<file path="config.mk">
export PLATFORM = sky130hd
export DESIGN_NAME = hamming13_secded_stream_decoder_core
export DESIGN_NICKNAME = d
export VERILOG_FILES = /design/src/design/hm13_pkg.sv /design/src/design/hamming13_secded_stream_decoder_core.sv /design/src/design/hm13_decode.sv
export VERILOG_INCLUDE_DIRS = /design/src /design/src/design
export SDC_FILE = /design/constraint.sdc
export NUM_CORES = 1
export LEC_CHECK = 0
export ABC_AREA = 1
export BUFFER_PORTS_ARGS = -buffer_cell sky130_fd_sc_hd__buf_4
export CAP_MARGIN = 20
export CORE_MARGIN = 2
export CORE_UTILIZATION = 65
export DETAILED_ROUTE_END_ITERATION = 8
export GPL_TIMING_DRIVEN = 0
export PLACE_DENSITY = 0.84
export SYNTH_ARGS = -nofsm -noshare
export SYNTH_HDL_FRONTEND = slang
export SYNTH_HIERARCHICAL = 1
export SYNTH_SLANG_ARGS = --single-unit
</file>
<file path="constraint.sdc">
create_clock -name clk -period 6.9 [get_ports clk]
set_input_delay 0.345 -clock clk [delete_from_list [all_inputs] [get_ports clk]]
set_output_delay 0.345 -clock clk [all_outputs]
set_load 0.02 [all_outputs]
</file>
<file path="src/design/hamming13_secded_stream_decoder_core_macros.svh">
// Assertion macros shared by the decoder RTL.
`ifndef HAMMING13_SECDED_STREAM_DECODER_CORE_MACROS_SVH
`define HAMMING13_SECDED_STREAM_DECODER_CORE_MACROS_SVH

// Same-cycle implication, checked outside reset
`define HM13_ASSERT_NOW(label, ante, cons, msg) \
	label: assert property (@(posedge clk) disable iff (!arst_n) (ante) |-> (cons)) \
		else $error(msg);

// Next-cycle implication, checked outside reset
`define HM13_ASSERT_NEXT(label, ante, cons, msg) \
	label: assert property (@(posedge clk) disable iff (!arst_n) (ante) |=> (cons)) \
		else $error(msg);

`endif

</file>
<file path="src/design/hm13_pkg.sv">
// Types and constants of the 13-bit Hamming SECDED stream decoder.
package hm13_pkg;

	localparam int unsigned CW_BITS  = 13;  // codeword length
	localparam int unsigned BYTE_W   = 8;   // input byte width
	localparam int unsigned HOLD_W   = 12;  // most bits ever held between bytes
	localparam int unsigned CNT_W    = 4;   // width of the held-bit count
	localparam int unsigned GATHER_W = HOLD_W + BYTE_W;
	localparam int unsigned NT_W     = 5;   // width of held bits plus one byte

	// Gearbox stage output
	typedef struct packed {
		logic [CW_BITS-1:0] cw;
		logic               have_cw;
		logic               last;
		logic               len_err;
	} gear_t;

	// Decoded codeword
	typedef struct packed {
		logic [BYTE_W-1:0] data;
		logic              corrected;
		logic              pfail;
	} dec_t;

endpackage

</file>
<file path="src/design/hamming13_secded_stream_decoder_core.sv">
// Top level: byte-to-13-bit gearbox, codeword decode and output register.
// A result for the byte that completes its codeword (or ends the frame) passes the
// stage-1 and output registers before it is valid on the master side. Throughput: one
// byte per cycle unless the output stalls; the held-bit count updates in the accept cycle.
// Reset: arst_n clears the gearbox buffer, bit count and all valid flags.
`include "hamming13_secded_stream_decoder_core_macros.svh"

module hamming13_secded_stream_decoder_core (
	input  logic        clk,
	input  logic        arst_n,
	input  logic        s_axis_tvalid,
	output logic        s_axis_tready,
	input  logic [7:0]  s_axis_tdata,   // [7:0] in_byte
	input  logic        s_axis_tlast,   // frame_end
	output logic        m_axis_tvalid,
	input  logic        m_axis_tready,
	output logic [15:0] m_axis_tdata,   // [7:0] data_byte, [8] was_corrected,
	                                    // [9] parity_fail, [10] length_error, rest 0
	output logic        m_axis_tlast    // last_out
);

	logic [hm13_pkg::HOLD_W-1:0]   buf_q;
	logic [hm13_pkg::CNT_W-1:0]    bit_count_q;

	logic [hm13_pkg::CNT_W-1:0]    cnt_clamp;
	logic [hm13_pkg::NT_W-1:0]     n_total;
	logic [hm13_pkg::NT_W-1:0]     n_left;
	logic [hm13_pkg::GATHER_W-1:0] gather;
	logic [hm13_pkg::GATHER_W-1:0] gather_sh;
	logic [hm13_pkg::GATHER_W-1:0] keep_mask;
	logic [hm13_pkg::HOLD_W-1:0]   buf_next;
	logic [2:0]                    shift_amt;
	hm13_pkg::gear_t               gear;

	logic                          in_acc;
	logic                          adv_s1;
	logic                          vld_s1;
	hm13_pkg::gear_t               gear_s1;
	hm13_pkg::dec_t                dec;

	logic                          vld_s2;
	logic [7:0]                    data_s2;
	logic                          corr_s2;
	logic                          pfail_s2;
	logic                          lerr_s2;
	logic                          last_s2;

	// Gearbox: append the byte, cut out a codeword when 13 bits are there
	always_comb begin
		cnt_clamp = (bit_count_q > 4'(hm13_pkg::HOLD_W)) ? 4'(hm13_pkg::HOLD_W) : bit_count_q;
		n_total   = {1'b0, cnt_clamp} + 5'(hm13_pkg::BYTE_W);
		gather    = {buf_q, s_axis_tdata};
		gear.have_cw = (n_total >= 5'(hm13_pkg::CW_BITS));
		shift_amt = 3'(n_total - 5'(hm13_pkg::CW_BITS));
		gather_sh = gather >> shift_amt;
		gear.cw   = gather_sh[hm13_pkg::CW_BITS-1:0];
		n_left    = gear.have_cw ? (n_total - 5'(hm13_pkg::CW_BITS)) : n_total;
		keep_mask = (20'd1 << n_left) - 20'd1;
		buf_next  = gather[hm13_pkg::HOLD_W-1:0] & keep_mask[hm13_pkg::HOLD_W-1:0];
		gear.last    = s_axis_tlast;
		gear.len_err = s_axis_tlast && (n_left != '0);
	end

	// Handshake: stage 1 moves on when the output register is free or drains
	assign adv_s1        = vld_s1 && (!vld_s2 || m_axis_tready);
	assign s_axis_tready = !vld_s1 || adv_s1;
	assign in_acc        = s_axis_tvalid && s_axis_tready;

	// Gearbox state
	always_ff @(posedge clk or negedge arst_n) begin
		if (!arst_n) begin
			buf_q       <= '0;
			bit_count_q <= '0;
		end else if (in_acc) begin
			if (s_axis_tlast) begin
				buf_q       <= '0;
				bit_count_q <= '0;
			end else begin
				buf_q       <= buf_next;
				bit_count_q <= n_left[hm13_pkg::CNT_W-1:0];
			end
		end
	end

	// Stage 1: only transactions that yield a result enter
	always_ff @(posedge clk or negedge arst_n) begin
		if (!arst_n) begin
			vld_s1 <= 1'b0;
		end else if (s_axis_tready) begin
			vld_s1 <= in_acc && (gear.have_cw || s_axis_tlast);
		end
	end

	always_ff @(posedge clk) begin
		if (in_acc) begin
			gear_s1 <= gear;
		end
	end

	hm13_decode u_decode (
		.cw  (gear_s1.cw),
		.dec (dec)
	);

	// Stage 2: output register
	always_ff @(posedge clk or negedge arst_n) begin
		if (!arst_n) begin
			vld_s2 <= 1'b0;
		end else if (!vld_s2 || m_axis_tready) begin
			vld_s2 <= vld_s1;
		end
	end

	always_ff @(posedge clk) begin
		if (adv_s1) begin
			data_s2  <= gear_s1.have_cw ? dec.data : '0;
			corr_s2  <= gear_s1.have_cw && dec.corrected;
			pfail_s2 <= gear_s1.have_cw && dec.pfail;
			lerr_s2  <= gear_s1.len_err;
			last_s2  <= gear_s1.last;
		end
	end

	assign m_axis_tvalid = vld_s2;
	assign m_axis_tdata  = {5'd0, lerr_s2, pfail_s2, corr_s2, data_s2};
	assign m_axis_tlast  = last_s2;

	// Checks
	`HM13_ASSERT_NOW(a_count_range, 1'b1, bit_count_q <= 4'(hm13_pkg::HOLD_W),
		"held bit count above 12")
	`HM13_ASSERT_NOW(a_s1_reason, vld_s1 && !gear_s1.have_cw, gear_s1.last,
		"stage 1 holds a transaction with no codeword and no frame end")
	`HM13_ASSERT_NOW(a_lerr_last, m_axis_tvalid && m_axis_tdata[10], m_axis_tlast,
		"length error on a result that does not end the frame")
	`HM13_ASSERT_NEXT(a_frame_clear, s_axis_tvalid && s_axis_tready && s_axis_tlast,
		bit_count_q == '0, "gearbox not cleared after frame end")

endmodule

</file>
<file path="src/design/hm13_decode.sv">
// Syndrome, single-bit correction and overall parity check of one codeword.
module hm13_decode (
	input  logic [hm13_pkg::CW_BITS-1:0] cw,
	output hm13_pkg::dec_t               dec
);

	logic [3:0]                   syn;
	logic [hm13_pkg::CW_BITS-1:0] fixed;
	logic                         par;

	always_comb begin
		// position p sits at bit CW_BITS-p; position 13 counts like any other
		syn = '0;
		for (int p = 1; p <= hm13_pkg::CW_BITS; p++) begin
			if (cw[hm13_pkg::CW_BITS-p]) begin
				syn = syn ^ 4'(p);
			end
		end

		// syndromes 1..12 flip one bit; 0 and 13..15 leave the word alone
		fixed         = cw;
		dec.corrected = 1'b0;
		if (syn >= 4'd1 && syn <= 4'd12) begin
			fixed[4'(hm13_pkg::CW_BITS) - syn] = ~cw[4'(hm13_pkg::CW_BITS) - syn];
			dec.corrected = 1'b1;
		end

		// data positions 3,5,6,7,9,10,11,12, position 3 as MSB
		dec.data = {fixed[10], fixed[8], fixed[7], fixed[6],
			fixed[4], fixed[3], fixed[2], fixed[1]};
		par       = ^dec.data;
		dec.pfail = fixed[0] ^ par;
	end

endmodule

</file>
== After elaboration in Yosys (flattened, before gate mapping) ==
Cells that the tools add are included.

* Register bits after elaboration: 46
* Input port bits: 13
* Output and inout bits: 19
* Logic and storage cells: 79

* $add $sub $neg: 4
* Magnitude comparators: 6
* Shift operators: 2
* Mux-type cells: 24
* Bitwise operators: 15
* Reductions and logical operators: 15

{| class="wikitable"
|+ Operator list
! kind !! count
|-
| 4-bit two-way mux || 8
|-
| 20-bit by 3-bit >> shifter with 13-bit output || 1
|-
| 13-bit bitwise mux || 1
|-
| 12-bit AND || 1
|-
| 12-bit two-way mux || 1
|-
| 3-bit two-way mux || 4
|-
| 2-bit inverter || 6
|-
| 1-bit by 5-bit << shifter with 12-bit output, first input constant || 1
|-
| 12-bit by 1-bit subtractor with 12-bit output, second input constant || 1
|-
| 11-bit two-way mux || 1
|-
| 3-bit inverter || 3
|-
| 4-bit by 1-bit greater-or-equal comparator with 1-bit output, second input constant || 2
|-
| 1-bit logical AND || 8
|-
| 8-bit XOR reduction || 1
|-
| 4-bit by 4-bit adder with 5-bit output, second input constant || 1
|-
| 5-bit by 4-bit greater-or-equal comparator with 1-bit output, second input constant || 1
|-
| 4-bit by 5-bit < comparator with 1-bit output, second input constant || 1
|-
| 5-bit two-way mux || 1
|-
| 5-bit nonzero test || 1
|-
| 5-bit by 4-bit subtractor with 5-bit output, second input constant || 1
|-
| 1-bit binary-select mux with 4-bit select || 1
|-
| 1-bit demux with 4-bit select || 1
|-
| 4-bit > comparator, second input constant || 1
|-
| 4-bit less-or-equal comparator, second input constant || 1
|-
| 8 further kinds || 17
|}

== Depth between registers and ports, before layout ==
* Depth in word-level cells: 32
* Depth in mapped cells: 27
* Depth with buffers taken out: 27

== Cells and area by module ==
Netlist, hierarchy kept.

{| class="wikitable"
|+ By module, submodules not included
! module !! instances !! cells each !! area each (um^2) !! seq. area each (um^2)
|-
| hamming13_secded_stream_decoder_core || 1 || 329 || 2695.1 || 1291.2
|-
| hm13_decode || 1 || 216 || 1033.5 || 0.0
|}

== Worst setup path before layout ==
No wires, ideal clock.

* Kind: reg-to-reg
* Start: register gear_s1[5] (netlist name)
* End: register pfail_s2 (data pin)
* Arrival: 2.540 ns
* Slack: 4.110 ns
* Stages on the path, launching flop included: 25
* Period minus slack after synthesis: 2.790 ns
* Cell sequence: edfxtp_1 -> inv_1 -> nand2_1 -> nand2_1 -> nand2_1 -> nand2_1 -> inv_1 -> nand2_1 -> nand2_1 -> ha_1 -> inv_1 -> nand2_1 -> o21ai_1 -> o21bai_4 -> nand3_1 -> nand2_1 -> nor2_2 -> nor2_1 -> nand2_1 -> nand2_1 -> nand2_1 -> nand3_1 -> nand2_1 -> nand2_1 -> inv_1

{| class="wikitable"
|+ RTL lines
! what !! RTL line !! RTL
|-
| start: declaration || hamming13_secded_stream_decoder_core.sv:38 || <nowiki>hm13_pkg::gear_t gear_s1;</nowiki>
|-
| start signal: assignment || hamming13_secded_stream_decoder_core.sv:96 || <nowiki>gear_s1 <= gear;</nowiki>
|-
| end signal: assignment || hamming13_secded_stream_decoder_core.sv:118 || <nowiki>pfail_s2 <= gear_s1.have_cw && dec.pfail;</nowiki>
|-
| end: declaration || hamming13_secded_stream_decoder_core.sv:44 || <nowiki>logic pfail_s2;</nowiki>
|}

==> results.yml <==
outcome:
  status: "finished, final reports clean"
worst_setup_path:
  cp.required_ns: 6.98
  path_max_fanout: 7
  crit_top_cell: "nand2_1"
  crit_buf_inv: 5
  crit_path_end_kind: "register"
  path_cells: "inv_1 -> nand2_1 -> nand2_1 -> nand2_1 -> nand2_1 -> inv_1 -> nand2_1 -> nand2_1 -> ha_1 -> inv_1 -> nand2_1 -> nor3_1 -> or2_1 -> nand2_2 -> nand2_1 -> inv_1 -> nor2_1 -> nand2_1 -> nand2_1 -> nand2_1 -> nand3_1 -> nand2_1 -> nand2_1 -> inv_1"
  path_class: "register to register"
  crit_arrival_ns: 3.45
  cp_slowest_cell: "edfxtp_1"
  max_stage_delay_ns: 0.48
  crit_family: "simple AND/OR/NAND/NOR gates"
  start_kind: "register"
finish:
  multiInputGateArea_mm2: 0.00203
  drive_above_1_share: 0.181
  insertedDiodeCount: 0
  fin_nets: 603
  mostFrequentLayoutCells: "nand2_1, inv_1, nand3_1"
  final_core_util: 0.754
  num-fill-cells: 441
  mostFrequentLayoutCell: "nand2_1"
  fin_cells: 658
  regArea_mm2: 0.00129
  syn2layout_area_growth_pct: 12.0
sta:
  fin_tns_setup_ns: 0
  slew_violations: 0
  slew_headroom: 0.571
  rsz0062_at_grt: "false"
  skew_ns: 0.00676
  timing.final.ws_setup_ns: 3.53
  final.min_clock_period_ns: 3.37
  max_freq_ghz: 0.296
  finalHoldViolCount: 0
  finalSetupViolCount: 0
  max_slew.worst_pin.slew_ns: 0.644
  fin_crit_sh: 0.489
clocking:
  cts_root_buf: "clkbuf_8"
  cts.path.max_buffers: 2
  cts_made_buffers: 5
  cts_tree: "yes"
  cts_setup_buffers: 0
  cts.sinks: 46
  clkLatencyLatePin_ns: 0.31
  clkTransAtPathRegs_ns: 0.09
  htree_num_levels: 2
logic_synthesis:
  synth_ff_type: "edfxtp_1"
  netlist_area_mm2: 0.00373
  yosys_register_bits: 46
  seq_area_frac_synth: 0.346
  async_reset_ff_frac: 0.391
  synth_edf_count: 28
  postSynthCellCount: 545
  ys_warn_count: 6
  synth_cell_types: 41
  postSynthAreaPerCell_um2: 6.84
grt:
  grt_pass1_wl_mm: 14.8
  antenna_found_initial: 0
  grt_usage: 0.292
  grt_start_max_net_pins: 19
  grt_overflow: 0
  grt_pass1_vias: 3483
placement:
  gp_congestion: 0.967
  dp_slack_ns: 3.58
  dp_hpwl_mm: 6.87
  port-buffer-count: 26
  numPlacedInstances: 648
floorplanning:
  io_pins: 32
  die_y_um: 79.7
  start_util: 0.673
  dieWidth_um: 79.7
  fp.coreArea_mm2: 0.00554
  fp-row-count: 27
  die_area_mm2: 0.00636
job:
  cap_violations: 0
route:
  drtPass1Iterations: 5
  totalWireLength_mm: 8.67
  final_antenna_net_count: 0
  first_iter_violations: 233
  drc: 0
  vias: 3677
  vias_per_cell: 5.59
  routedWlPerCell_um: 13.2
min_path:
  min_path_type: "input port to register"
## final cells by class
class / count / share of cell area
Clock inverter: 3 / 0.0108
Sequential cell: 46 / 0.309
Timing Repair Buffer: 29 / 0.0545
Clock buffer: 5 / 0.0165
Tap cell: 72 / 0.0216
Multi-Input combinational cell: 403 / 0.486
Buffer: 19 / 0.0285
Inverter: 81 / 0.0728
## state kept, by name (all words and copies together) (netlist names)
| register | cells |
|---|---|
| corr_s2 | 1 |
| pfail_s2 | 1 |
| vld_s1 | 1 |
| m_axis_tvalid | 1 |
| bit_count_q | 4 |
| data_s2 | 8 |
| buf_q | 12 |
| gear_s1 | 16 |
| lerr_s2 | 1 |
| m_axis_tlast | 1 |
## worst paths after layout
| path | startpoint | to | slack (ns) | depth (start not counted) |
|---|---|---|---|---|
| min in group asynchronous | arst_n | buf_q[11] | 0.45 | 2 |
| worst min register to register | gear_s1[1] | m_axis_tlast | 0.42 | 0 |
| worst min-delay path | s_axis_tlast | gear_s1[1] | 0.27 | 1 |
| max in group asynchronous | arst_n | buf_q[3] | 6.25 | 2 |
| worst max register to register | gear_s1[5] | pfail_s2 | 3.53 | 24 |
| worst max-delay path | gear_s1[5] | pfail_s2 | 3.53 | 24 |
## worst reg2reg max path: stages, from the launching register on
cell,delay (ns)
edfxtp_1,0.48
inv_1,0.16
nand2_1,0.09
nand2_1,0.06
nand2_1,0.05
nand2_1,0.11
inv_1,0.07
nand2_1,0.06
nand2_1,0.17
ha_1,0.41
inv_1,0.14
nand2_1,0.13
nor3_1,0.26
or2_1,0.17
nand2_2,0.08
nand2_1,0.08
inv_1,0.04
nor2_1,0.13
nand2_1,0.08
nand2_1,0.11
nand2_1,0.06
nand3_1,0.07
nand2_1,0.06
nand2_1,0.06
inv_1,0.04
## cell families (layout without fill, tap and decap cells)
| group | after synthesis | after routing | synth area share |
|---|---|---|---|
| AND/OR/NAND/NOR | 313 | 313 | 0.386 |
| other | 1 | 5 | 0.00101 |
| flip-flops | 46 | 46 | 0.346 |
| adder cells (fa/ha/maj) | 5 | 5 | 0.0168 |
| buffers and inverters | 100 | 137 | 0.113 |
| XOR/XNOR | 7 | 7 | 0.0164 |
| AO/OA/AOI/OAI | 67 | 67 | 0.104 |
| multiplexers | 6 | 6 | 0.0161 |
## Yosys cell counts (2+ instances only)
master    number  area [um^2]
nand2_4        4         45.0
dfrtp_1       18          450
nor3_1         4         20.0
nand3_1       46          230
o21a_1         2         15.0
xnor2_1        4         35.0
a21oi_1        2         10.0
or2_1          3         18.8
o21ai_1        5         25.0
edfxtp_1      28          841
nor2_4         2         22.5
nand2_1      184          691
nor2_1        27          101
ha_1           5         62.6
inv_2         15         56.3
nand3_2        6         60.1
buf_4          9         67.6
o22ai_1        8         50.1
clkbuf_1       4         15.0
xor2_1         3         26.3
nand2_2       18          113
o21ai_0       41          205
nand3b_1       2         15.0
nand4_1        9         56.3
o211ai_1       2         15.0
buf_2          5         25.0
nor2_2         5         31.3
inv_1         66          248
mux2i_1        6         60.1
## metrics by stage
step	area, um^2	hold slack (ns)
3_5_place_dp	4040	0.226
2_1_floorplan	3740	0.0494
6_report	4180	0.265
5_1_grt	4180	0.267
4_1_cts	4170	0.261
3_3_place_gp	4030	0.223
## what timing repair did
action / 4_1_cts / 5_1_grt
hold endpoints to repair: 18 / 0
gates resized for setup: 0 / 0
hold buffers: 1 / 0
setup endpoints to repair: 0 / 0
## per-layer routing
layer  wire length, um  vias up  GRT usage  part of all wire
met4               235        0      0.131             0.027
met3               564       27     0.0498             0.065
met2              4320      155      0.503              0.50
met1              3550     1676      0.357              0.41
met5                 0        -          0                 0
li1                  -     1819          -                 -
Power is left out: the tool's default activity adds up to more than one toggle a clock period on the data nets, which glitch-free logic cannot reach.
